[src/hw/rtl/mklm_pkg.sv]
// ----------------------------------------------------------------------------
// mklm_pkg
// Shared types, constants and helpers for the multi-keyword line matcher.
// ----------------------------------------------------------------------------
package mklm_pkg;

    localparam int SLOTS             = 4;
    localparam int KEYWORDS_DEF      = 4;
    localparam int KEYWORD_BYTES_DEF = 8;
    localparam int KW_W              = 64;
    localparam int CFG_IDX_W         = 3;
    localparam int COUNT_W           = 3;

    // opcodes
    localparam logic OP_BYTE   = 1'b0;
    localparam logic OP_FINISH = 1'b1;

    // report kinds
    localparam logic KIND_LINE    = 1'b0;
    localparam logic KIND_SUMMARY = 1'b1;

    // configuration register indexes
    localparam logic [CFG_IDX_W-1:0] CFG_KEYWORD_COUNT = 3'd0;
    localparam logic [CFG_IDX_W-1:0] CFG_KEYWORD_A     = 3'd1;
    localparam logic [CFG_IDX_W-1:0] CFG_KEYWORD_B     = 3'd2;
    localparam logic [CFG_IDX_W-1:0] CFG_KEYWORD_C     = 3'd3;
    localparam logic [CFG_IDX_W-1:0] CFG_KEYWORD_D     = 3'd4;

    typedef struct packed {
        logic       opcode;
        logic [7:0] text_byte;
        logic       line_last;
    } t_in_item;

    typedef struct packed {
        logic             report_kind;
        logic             line_selected;
        logic [SLOTS-1:0] line_hit_mask;
        logic [SLOTS-1:0] found_mask;
    } t_out_item;

    // ASCII lower case folds onto upper case, everything else compares exactly
    function automatic logic [7:0] fold_case(input logic [7:0] c);
        if (c >= 8'h61 && c <= 8'h7A) begin
            return c - 8'h20;
        end
        return c;
    endfunction

endpackage

[src/hw/rtl/mklm_scan.sv]
// ----------------------------------------------------------------------------
// mklm_scan
// Parallel window compare: for every keyword slot, checks whether the keyword
// ends at the newest byte of the line window.
// ----------------------------------------------------------------------------
module mklm_scan #(
    parameter int KEYWORD_BYTES = mklm_pkg::KEYWORD_BYTES_DEF,
    parameter int FILL_W        = $clog2(KEYWORD_BYTES + 1)
) (
    input  logic [8*KEYWORD_BYTES-1:0]                  i_window,
    input  logic [FILL_W-1:0]                           i_fill,
    input  logic                                        i_first,
    input  logic [mklm_pkg::SLOTS-1:0][mklm_pkg::KW_W-1:0] i_keywords,
    input  logic [mklm_pkg::COUNT_W-1:0]                i_active,
    output logic [mklm_pkg::SLOTS-1:0]                  o_hits
);

    for (genvar k = 0; k < mklm_pkg::SLOTS; k++) begin : g_slot
        logic [FILL_W-1:0]        kw_len;
        logic [KEYWORD_BYTES-1:0] len_match;
        logic                     sel;
        logic                     hit;

        // keyword length: first zero byte, else the full width
        always_comb begin
            kw_len = FILL_W'(KEYWORD_BYTES);
            for (int j = KEYWORD_BYTES - 1; j >= 0; j--) begin
                if (i_keywords[k][8*j +: 8] == 8'h00) begin
                    kw_len = FILL_W'(j);
                end
            end
        end

        // match assuming each possible length; keyword byte j lines up with
        // window age len-1-j
        for (genvar l = 1; l <= KEYWORD_BYTES; l++) begin : g_len
            logic m;
            always_comb begin
                m = 1'b1;
                for (int j = 0; j < l; j++) begin
                    if (mklm_pkg::fold_case(i_window[8*(l-1-j) +: 8]) !=
                        mklm_pkg::fold_case(i_keywords[k][8*j +: 8])) begin
                        m = 1'b0;
                    end
                end
            end
            assign len_match[l-1] = m;
        end

        always_comb begin
            sel = 1'b0;
            for (int l = 1; l <= KEYWORD_BYTES; l++) begin
                if (kw_len == FILL_W'(l)) begin
                    sel = len_match[l-1];
                end
            end
            if (kw_len == '0) begin
                hit = i_first;
            end else begin
                hit = (i_fill >= kw_len) && sel;
            end
        end

        assign o_hits[k] = (mklm_pkg::COUNT_W'(k) < i_active) && hit;
    end

endmodule

[src/hw/rtl/multi_keyword_line_matcher.sv]
// ----------------------------------------------------------------------------
// multi_keyword_line_matcher
// Case-insensitive substring search of up to four keywords in a byte stream
// of lines, with per-line verdicts and a cumulative found mask.
// ----------------------------------------------------------------------------
// Usage:
//   Input channel (i_in_valid / o_in_stall / i_in) carries one text byte per
//   transaction, flagged on the last byte of a line, or a finish command.
//   Output channel (o_out_valid / i_out_stall / o_out) carries a line verdict
//   for every last byte and a summary for every finish.
//   Configuration channel (i_cfg_valid / o_cfg_ready) is always ready; write
//   it only while no transaction is in flight.
//   The input register feeds the result register through the compare logic.
//   Throughput: one transaction per cycle while o_in_stall is low; the window
//   compare over all keyword slots is a single stage of logic.
//   Bytes that produce no result keep moving while the output is stalled; an
//   item that produces a result waits in the input register until the result
//   register frees up, and o_in_stall rises then.
//   Reset clears keywords, keyword count, line state and the found mask, and
//   drops both pipeline registers.
// ----------------------------------------------------------------------------
module multi_keyword_line_matcher #(
    parameter int KEYWORDS      = mklm_pkg::KEYWORDS_DEF,
    parameter int KEYWORD_BYTES = mklm_pkg::KEYWORD_BYTES_DEF
) (
    input  logic                              i_clk,
    input  logic                              i_rst_n,
    input  logic                              i_in_valid,
    output logic                              o_in_stall,
    input  mklm_pkg::t_in_item                i_in,
    output logic                              o_out_valid,
    input  logic                              i_out_stall,
    output mklm_pkg::t_out_item               o_out,
    input  logic                              i_cfg_valid,
    output logic                              o_cfg_ready,
    input  logic [mklm_pkg::CFG_IDX_W-1:0]    i_cfg_index,
    input  logic [mklm_pkg::KW_W-1:0]         i_cfg_data
);

    localparam int WIN_W  = 8 * KEYWORD_BYTES;
    localparam int FILL_W = $clog2(KEYWORD_BYTES + 1);
    localparam int LIMIT  = (KEYWORDS < mklm_pkg::SLOTS) ? KEYWORDS : mklm_pkg::SLOTS;
    localparam int SLOTS  = mklm_pkg::SLOTS;

    // configuration
    logic [mklm_pkg::COUNT_W-1:0]           r_kw_count;
    logic [SLOTS-1:0][mklm_pkg::KW_W-1:0]   r_keywords;
    logic [mklm_pkg::COUNT_W-1:0]           active;

    // input register
    logic                r_s1_valid;
    mklm_pkg::t_in_item  r_s1;

    // line state
    logic [WIN_W-1:0]    r_window, n_window;
    logic [FILL_W-1:0]   r_fill, n_fill;
    logic                r_stopped, n_stopped;
    logic [SLOTS-1:0]    r_hits, n_hits;
    logic [SLOTS-1:0]    r_found, n_found;

    // result register
    logic                r_out_valid, n_out_valid;
    mklm_pkg::t_out_item r_out, n_out;

    logic                in_accept;
    logic                out_free;
    logic                produces;
    logic                s1_go;
    logic                byte_live;
    logic [WIN_W-1:0]    win_shift;
    logic [FILL_W-1:0]   fill_inc;
    logic [SLOTS-1:0]    scan_hits;
    logic [SLOTS-1:0]    hits_now;

    assign o_cfg_ready = 1'b1;

    always_ff @(posedge i_clk) begin
        if (!i_rst_n) begin
            r_kw_count <= '0;
            r_keywords <= '0;
        end else if (i_cfg_valid && o_cfg_ready) begin
            case (i_cfg_index)
                mklm_pkg::CFG_KEYWORD_COUNT: r_kw_count    <= i_cfg_data[mklm_pkg::COUNT_W-1:0];
                mklm_pkg::CFG_KEYWORD_A:     r_keywords[0] <= i_cfg_data;
                mklm_pkg::CFG_KEYWORD_B:     r_keywords[1] <= i_cfg_data;
                mklm_pkg::CFG_KEYWORD_C:     r_keywords[2] <= i_cfg_data;
                mklm_pkg::CFG_KEYWORD_D:     r_keywords[3] <= i_cfg_data;
                default: ;
            endcase
        end
    end

    assign active = (r_kw_count > mklm_pkg::COUNT_W'(LIMIT)) ?
                    mklm_pkg::COUNT_W'(LIMIT) : r_kw_count;

    // handshake
    assign out_free   = !r_out_valid || !i_out_stall;
    assign produces   = (r_s1.opcode == mklm_pkg::OP_FINISH) || r_s1.line_last;
    assign s1_go      = r_s1_valid && (!produces || out_free);
    assign o_in_stall = r_s1_valid && !s1_go;
    assign in_accept  = i_in_valid && !o_in_stall;

    always_ff @(posedge i_clk) begin
        if (!i_rst_n) begin
            r_s1_valid <= 1'b0;
        end else if (in_accept) begin
            r_s1_valid <= 1'b1;
        end else if (s1_go) begin
            r_s1_valid <= 1'b0;
        end
    end

    always_ff @(posedge i_clk) begin
        if (in_accept) begin
            r_s1 <= i_in;
        end
    end

    // window compare on the shifted-in byte
    assign win_shift = (r_window << 8) | WIN_W'(r_s1.text_byte);
    assign fill_inc  = (r_fill == FILL_W'(KEYWORD_BYTES)) ? r_fill : r_fill + FILL_W'(1);
    assign byte_live = !r_stopped && (r_s1.text_byte != 8'h00);

    mklm_scan #(
        .KEYWORD_BYTES (KEYWORD_BYTES),
        .FILL_W        (FILL_W)
    ) u_scan (
        .i_window   (win_shift),
        .i_fill     (fill_inc),
        .i_first    (r_fill == '0),
        .i_keywords (r_keywords),
        .i_active   (active),
        .o_hits     (scan_hits)
    );

    assign hits_now = r_hits | (byte_live ? scan_hits : '0);

    always_comb begin
        n_window    = r_window;
        n_fill      = r_fill;
        n_stopped   = r_stopped;
        n_hits      = r_hits;
        n_found     = r_found;
        n_out_valid = r_out_valid && i_out_stall;
        n_out       = r_out;
        if (s1_go) begin
            if (r_s1.opcode == mklm_pkg::OP_FINISH) begin
                n_found                 = '0;
                n_out_valid             = 1'b1;
                n_out.report_kind       = mklm_pkg::KIND_SUMMARY;
                n_out.line_selected     = 1'b0;
                n_out.line_hit_mask     = '0;
                n_out.found_mask        = r_found;
            end else if (r_s1.line_last) begin
                n_window                = '0;
                n_fill                  = '0;
                n_stopped               = 1'b0;
                n_hits                  = '0;
                n_found                 = r_found | hits_now;
                n_out_valid             = 1'b1;
                n_out.report_kind       = mklm_pkg::KIND_LINE;
                n_out.line_selected     = |hits_now;
                n_out.line_hit_mask     = hits_now;
                n_out.found_mask        = r_found | hits_now;
            end else if (!r_stopped) begin
                if (r_s1.text_byte == 8'h00) begin
                    // NUL ends matching for the rest of the line
                    n_stopped = 1'b1;
                end else begin
                    n_window = win_shift;
                    n_fill   = fill_inc;
                    n_hits   = hits_now;
                end
            end
        end
    end

    always_ff @(posedge i_clk) begin
        if (!i_rst_n) begin
            r_window    <= '0;
            r_fill      <= '0;
            r_stopped   <= 1'b0;
            r_hits      <= '0;
            r_found     <= '0;
            r_out_valid <= 1'b0;
        end else begin
            r_window    <= n_window;
            r_fill      <= n_fill;
            r_stopped   <= n_stopped;
            r_hits      <= n_hits;
            r_found     <= n_found;
            r_out_valid <= n_out_valid;
        end
    end

    always_ff @(posedge i_clk) begin
        r_out <= n_out;
    end

    assign o_out_valid = r_out_valid;
    assign o_out       = r_out;

endmodule

[config.mk]
export PLATFORM = sky130hd
export DESIGN_NAME = multi_keyword_line_matcher
export DESIGN_NICKNAME = d
export VERILOG_FILES = /design/src/hw/rtl/mklm_pkg.sv /design/src/hw/rtl/mklm_scan.sv /design/src/hw/rtl/multi_keyword_line_matcher.sv
export SDC_FILE = /design/constraint.sdc
export NUM_CORES = 2
export LEC_CHECK = 0
export BUFFER_PORTS_ARGS = -buffer_cell sky130_fd_sc_hd__buf_2
export CAP_MARGIN = 20
export CORE_ASPECT_RATIO = 0.5
export CORE_UTILIZATION = 50
export CTS_CLUSTER_SIZE = 12
export DETAILED_ROUTE_END_ITERATION = 10
export PLACE_DENSITY = 0.65
export SLEW_MARGIN = 40
export SYNTH_ARGS = -nofsm -noshare
export SYNTH_HDL_FRONTEND = slang
export SYNTH_SLANG_ARGS = --single-unit
[constraint.sdc]
create_clock -name i_clk -period 5 [get_ports i_clk]
set_input_delay 0.75 -clock i_clk [delete_from_list [all_inputs] [get_ports i_clk]]
set_output_delay 0.75 -clock i_clk [all_outputs]
set_load 0.005 [all_outputs]
-- Word level (Yosys, flattened, before mapping)
Cells that the tools add are included.
- add/subtract/negate cells: 41
- $lt $le $gt $ge: 89
- eq/ne operators: 183
- mux-type cells: 356
- bitwise logic cells: 4
- reduce and logical (&&, ||, !) cells: 113
- operators with widths (operator ; number):
    != test 8 bit ; 144
    two-way mux 8 bit ; 80
    greater-or-equal comparator 8 x 7 -> 1 bit, second input constant ; 40
    <= comparator 8 x 7 -> 1 bit, second input constant ; 40
    subtractor 8 x 6 -> 8 bit, second input constant ; 40
    zero test 8 bit ; 33
    two-way mux 1 bit ; 228
    two-way mux 4 bit ; 43
    two-way mux 56 bit ; 3
    == test 4 x 3 -> 1 bit, second input constant ; 16
    OR 64 x 8 -> 64 bit ; 1
    logical AND 1 bit ; 53
    == test 4 x 2 -> 1 bit, second input constant ; 8
    == test 4 bit, second input constant ; 5
    zero test 4 bit ; 5
    == test 4 x 1 -> 1 bit, second input constant ; 4
    greater-or-equal comparator 4 bit ; 4
    AND reduction 2 bit ; 7
    two-way mux 10 bit ; 1
    OR 4 bit ; 2
    nonzero test 8 bit ; 1
    == test 3 x 2 -> 1 bit, second input constant ; 2
    zero test 1 bit ; 6
    less-than comparator 1 x 3 -> 1 bit, first input constant ; 2
    other kinds (13) ; 18
- bits in registers: 350
- input bits: 82
- output and inout port bits: 13
- word-level logic and storage cells: 805

-- Logic depth before layout (Yosys ltp)
- word-level depth: 26
- mapped depth: 19
- depth with buffers taken out: 18

-- Cells and area by module
From an unflattened synthesis, not the netlist that was laid out.
- cell total of the unflattened synthesis: 3941
- area, all modules: 30750.7 um2
- modules (own cells, without submodules) (module ; instances ; cells each ; area an instance (um2) ; seq. area each (um2)):
    mklm_scan ; 1 ; 2566 ; 18597.8 ; 0.0
    multi_keyword_line_matcher ; 1 ; 1375 ; 12152.9 ; 7206.9

-- Worst setup path before layout
OpenSTA, ideal clock, no wires.
- kind: flip-flop to flip-flop
- start: reg r_keywords[16] in the netlist's numbering
- end: reg r_out, in the netlist o_out[0] (data pin)
- arrival: 3774 ps
- data required time: 4738 ps
- path slack: 964 ps
- stages on the path, launching flop included: 18
- path buffers: 1
- period minus slack after synthesis: 4036 ps
- cells stage by stage: dfxtp_1 -> clkbuf_1 -> or4_1 -> or3_1 -> and3_1 -> a21o_1 -> ha_1 -> nand2b_1 -> a21o_1 -> a21o_1 -> a21oi_1 -> o21ai_0 -> a31oi_1 -> o21ai_0 -> o21a_1 -> a22oi_1 -> nor2_1 -> or2_2
- word-level cells in the longest chain between the ends: 21
- elaborated cells on any way between the ends: 64
- those cells by class: add/sub (1); order compare (3); eq/ne (14); mux (39); bitwise (2); reduce/logical (5)
- RTL lines (what ; line ; text):
    start, declared ; multi_keyword_line_matcher.sv:47 ; logic [SLOTS-1:0][mklm_pkg::KW_W-1:0] r_keywords;
    parallel branches: the longest is 14 deep, another holds greater-or-equal comparator 8 x 7 -> 1 bit ; -- ;
    two-way mux 1 bit (*) ; mklm_scan.sv:57 ; if (kw_len == '0) begin
    logical AND 1 bit (*) ; mklm_scan.sv:64 ; assign o_hits[k] = (mklm_pkg::COUNT_W'(k) < i_active) && hit;
    two-way mux 4 bit (*) ; multi_keyword_line_matcher.sv:136 ; assign hits_now = r_hits | (byte_live ? scan_hits : '0);
    OR 4 bit (*) ; multi_keyword_line_matcher.sv:136 ;
    OR 4 bit (*) ; multi_keyword_line_matcher.sv:164 ; n_out.found_mask = r_found | hits_now;
    two-way mux 10 bit (*) ; multi_keyword_line_matcher.sv:154 ; end else if (r_s1.line_last) begin
    two-way mux 4 bit (*) ; multi_keyword_line_matcher.sv:147 ; if (r_s1.opcode == mklm_pkg::OP_FINISH) begin
    end signal, assigned ; multi_keyword_line_matcher.sv:197 ; r_out <= n_out;
    end, declared ; multi_keyword_line_matcher.sv:63 ; mklm_pkg::t_out_item r_out, n_out;
Every way passes the cells marked *. The select of a mux whose other input is x is not followed.
A chain may end at the register's enable or synchronous reset.

-- Final worst setup path
- start: reg r_keywords[42] in the netlist's numbering
- end: reg r_out, in the netlist o_out[0] (data pin)
- word-level cells in the longest chain between the ends: 24
- elaborated cells on any way between the ends: 49
- those cells by class: add/sub (1); order compare (3); eq/ne (11); mux (27); bitwise (2); reduce/logical (5)
- RTL lines (what ; line ; text):
    zero test 8 bit ; mklm_scan.sv:28 ; if (i_keywords[k][8*j +: 8] == 8'h00) begin
    two-way mux 4 bit (6 in a row) ; mklm_scan.sv:28 ;
    == test 4 x 1 -> 1 bit ; mklm_scan.sv:53 ; if (kw_len == FILL_W'(l)) begin
    two-way mux 1 bit (8 in a row) ; mklm_scan.sv:53 ;
    logical AND 1 bit ; mklm_scan.sv:60 ; hit = (i_fill >= kw_len) && sel;
    two-way mux 1 bit (*) ; mklm_scan.sv:57 ;
    logical AND 1 bit (*) ; mklm_scan.sv:64 ;
    two-way mux 4 bit (*) ; multi_keyword_line_matcher.sv:136 ;
    OR 4 bit (*) ; multi_keyword_line_matcher.sv:136 ;
    OR 4 bit (*) ; multi_keyword_line_matcher.sv:164 ;
    two-way mux 10 bit (*) ; multi_keyword_line_matcher.sv:154 ;
    two-way mux 4 bit (*) ; multi_keyword_line_matcher.sv:147 ;
Every way passes the cells marked *; elsewhere a longest branch is shown, timed or not. The select of a mux whose other input is x is not followed.

==> results.sh <==
export IMPL_status="completed"
export IMPL_synth_seq_cells=350
export IMPL_synth_area_um2=30000
export IMPL_report_final_slew_viol_count=0
export IMPL_area_growth_synth_to_final_pct=10.6
export IMPL_cts_sinks=350
export IMPL_synth_top_family_by_area="XOR/XNOR gates"
export IMPL_yosys_area_share_simple=0.209
export IMPL_grt_max_degree=148
export IMPL_setup_slack_ns=0.227
export IMPL_hp_class="in2reg"
export IMPL_cts_path_max_buffers=3
export IMPL_rsz0062_at_grt="no"
export IMPL_critPathLaunchType="flop"
export IMPL_vias_per_cell=6.63
export IMPL_hold_viol_final=0
export IMPL_seq_area_frac_synth=0.240
export IMPL_drc=0
export IMPL_wl_met2_mm=54.0
export IMPL_antenna_found_initial=7
export IMPL_synthAdderAreaFrac=0.0242
export IMPL_drtIter0Drc=5797
export IMPL_post_cts_setup_buffers=0
export IMPL_wl_met3_mm=26.1
export IMPL_leakage_nw=12.6
export IMPL_yosysWarnings=0
export IMPL_setup_viol=0
export IMPL_top_layer_used="met5"
export IMPL_post_cts_resized=0
export IMPL_async_flop_share=0
export IMPL_drive_above_1_share=0.110
export IMPL_cts_tree="yes"
export IMPL_synth_xor_xnor_area_share=0.337
export IMPL_port_buffers=93
export IMPL_whs_ns=0.340
export IMPL_crit_path_end_kind="flop"
export IMPL_max_slew_margin_rel=0.297
export IMPL_r2r_start="r_keywords[42]"
export IMPL_fillCellCount=5656
export IMPL_worstHoldPathCells=1
export IMPL_crit_chain="or4_1 -> or3_1 -> nand2_1 -> a21oi_1 -> o21ai_0 -> ha_1 -> a21o_1 -> a21o_1 -> a21oi_1 -> o21ai_0 -> a31oi_1 -> o21ai_0 -> o21a_1 -> a22oi_1 -> buf_4 -> nor2_1 -> or2_2"
export IMPL_crit_top_cell="o21ai_0"
export IMPL_synth_top_area_cell="dfxtp_1"
export IMPL_cts_clk_slew_worst_paths_ns=0.06
export IMPL_ant_nets=0
export IMPL_peakVddDrop_mv=0.267
export IMPL_fmax_mhz=210
export IMPL_min_period_ns=4.77
export IMPL_grt_ovfl_total=0
export IMPL_die_area_um2=61000
export IMPL_yosysMostFrequentCell="xnor2_1"
export IMPL_nNetsFinal=4024
export IMPL_synth_area_mux_share=0.00133
export IMPL_routed_wl_mm=145
export IMPL_crit_required_ns=5.31
export IMPL_final_area_um2=33200
export IMPL_crit_fanout=6
export IMPL_finalCritPeriodShare=0.955
export IMPL_rows=63
export IMPL_vias=31300
export IMPL_place_ws_ns=0.468
export IMPL_cts_hold_buf=0
export IMPL_tns_ns=0
export IMPL_arrival_ns=5.09
export IMPL_ys_types=68
export IMPL_m1WireLength_mm=56.9
export IMPL_synth_edf_count=20
export IMPL_synth_compound_area_frac=0.128
export IMPL_worstSetupPathType="reg2reg"
export IMPL_syn_area_per_cell_um2=7.67
export IMPL_synthCells=3914
export IMPL_cpPeakStageDelay_ns=0.73
export IMPL_cts_root_buf="clkbuf_16"
export IMPL_ff2ff_path_depth=17
export IMPL_path_delay_family="compound AO/OA/AOI/OAI gates"
export IMPL_dp_hpwl_mm=104
export IMPL_cts_buffers=38
export IMPL_r2r_end="o_out[0]"
export IMPL_grt_pass1_vias=28100
export IMPL_r2r_slack_ns=0.23
export IMPL_core_area_um2=59300
export IMPL_power_per_cell_area_nw_per_um2=219
export IMPL_cpMaxStageDelayCell="o21ai_0"
export IMPL_worst_path_buf_inv=1
export IMPL_yosysTopAreaCellShare=0.220
export IMPL_dieHeight_um=175
export IMPL_initial_core_util=0.506
export IMPL_whs_endpoint="r_s1[5]"
export IMPL_worst_slew_pin_slew_ns=1.05
export IMPL_synthTopCellsByArea="dfxtp_1 (22%), xnor2_1 (18%), xor2_1 (16%)"
export IMPL_grt_total_usage=0.463
export IMPL_synth_nets=4054
export IMPL_gp_congestion=1.10
export IMPL_ios=95
export IMPL_wl_per_cell_um=30.8
export IMPL_min_from="i_in[5]"
export IMPL_htreeDepth=2
export IMPL_synth_commonest_cells="xnor2_1 (616), nand2_1 (602), xor2_1 (538)"
export IMPL_grt_pass1_wl_mm=203
export IMPL_dpl_cell_area_um2=32000
export IMPL_maxCapViolCount=0
export IMPL_die_x_um=348
export IMPL_synth_main_ff_cell="dfxtp_1"
export IMPL_clk_latency_ns=0.60
export IMPL_skew_ns=0.0382
export IMPL_first_pass_iters=7
worst max path at each step:
stage,start,end,cells past startpoint
after detailed placement,r_keywords[104],o_out[1],18
after global placement,r_keywords[42],o_out[0],17
after CTS,r_keywords[104],o_out[1],18
after floorplan,r_keywords[16],o_out[0],17
final,r_keywords[42],o_out[0],17
after global routing,r_keywords[104],o_out[1],18
metal layers:
| layer | global-route usage | vias up |
|---|---|---|
| li1 | - | 13200 |
| met1 | 0.621 | 15000 |
| met2 | 0.608 | 2559 |
| met3 | 0.219 | 606 |
| met4 | 0.229 | 6 |
| met5 | 0 | - |
worst register-to-register path: stages (launching register included):
cell and delay [ns]:
dfxtp_1 0.37, or4_1 0.58, or3_1 0.45, nand2_1 0.09, a21oi_1 0.05, o21ai_0 0.73
ha_1 0.37, a21o_1 0.16, a21o_1 0.17, a21oi_1 0.19, o21ai_0 0.10, a31oi_1 0.18
o21ai_0 0.13, o21a_1 0.13, a22oi_1 0.28, buf_4 0.21, nor2_1 0.05, or2_2 0.27
metrics by stage:
step	total power, mW	instances	util
after floorplan	3.78	3914	-
after global placement	4.31	4653	0.537
after detailed placement	4.33	4656	0.539
after CTS	7.17	4716	0.559
after global routing	7.39	4716	0.559
final	7.26	4724	0.560
cell type report:
cell class / count / area (µm²) / area share
Antenna cell: 8 / 20.0 / 0.000603
Clock buffer: 51 / 1050 / 0.0317
Clock inverter: 9 / 111 / 0.00336
Inverter: 94 / 360 / 0.0109
Multi-Input combinational cell: 3107 / 21300 / 0.642
Sequential cell: 350 / 7220 / 0.218
Tap cell: 812 / 1020 / 0.0306
Timing Repair Buffer: 293 / 2100 / 0.0634
sequential cells by signal, indices dropped and copies added, names as in the netlist:
name and flops:
r_keywords 256, r_hits 4, r_s1 10, r_kw_count 3
r_stopped 1, r_s1_valid 1, o_out_valid 1, r_found 4
r_fill 4, r_window 56, o_out 10
placed cells by master, fill, tap and decap left out, drive strengths merged, types with 73 or more instances in the layout:
cell type and count:
nand4 165, a21oi 322, buf 293, inv 94, xor2 538, nor4 157
xnor2 616, nand2 602, nand3 89, nor3 73, dfxtp 330
cell families (layout without fill, tap and decap cells):
logic type               Yosys count  count (layout)
multiplexers                       4               4
buffers and inverters            457             447
flip-flops                       350             350
AO/OA/AOI/OAI                    608             608
AND/OR/NAND/NOR                 1282            1282
XOR/XNOR                        1154            1154
adder cells (fa/ha/maj)           58              58
other                              1               9
report_power, final:
group          internal (mW)  switching [mW]
clock                   1.57            1.32
sequential              2.87          0.0884
combinational          0.462           0.943
Note: power is estimated with default switching activity, not from simulation.
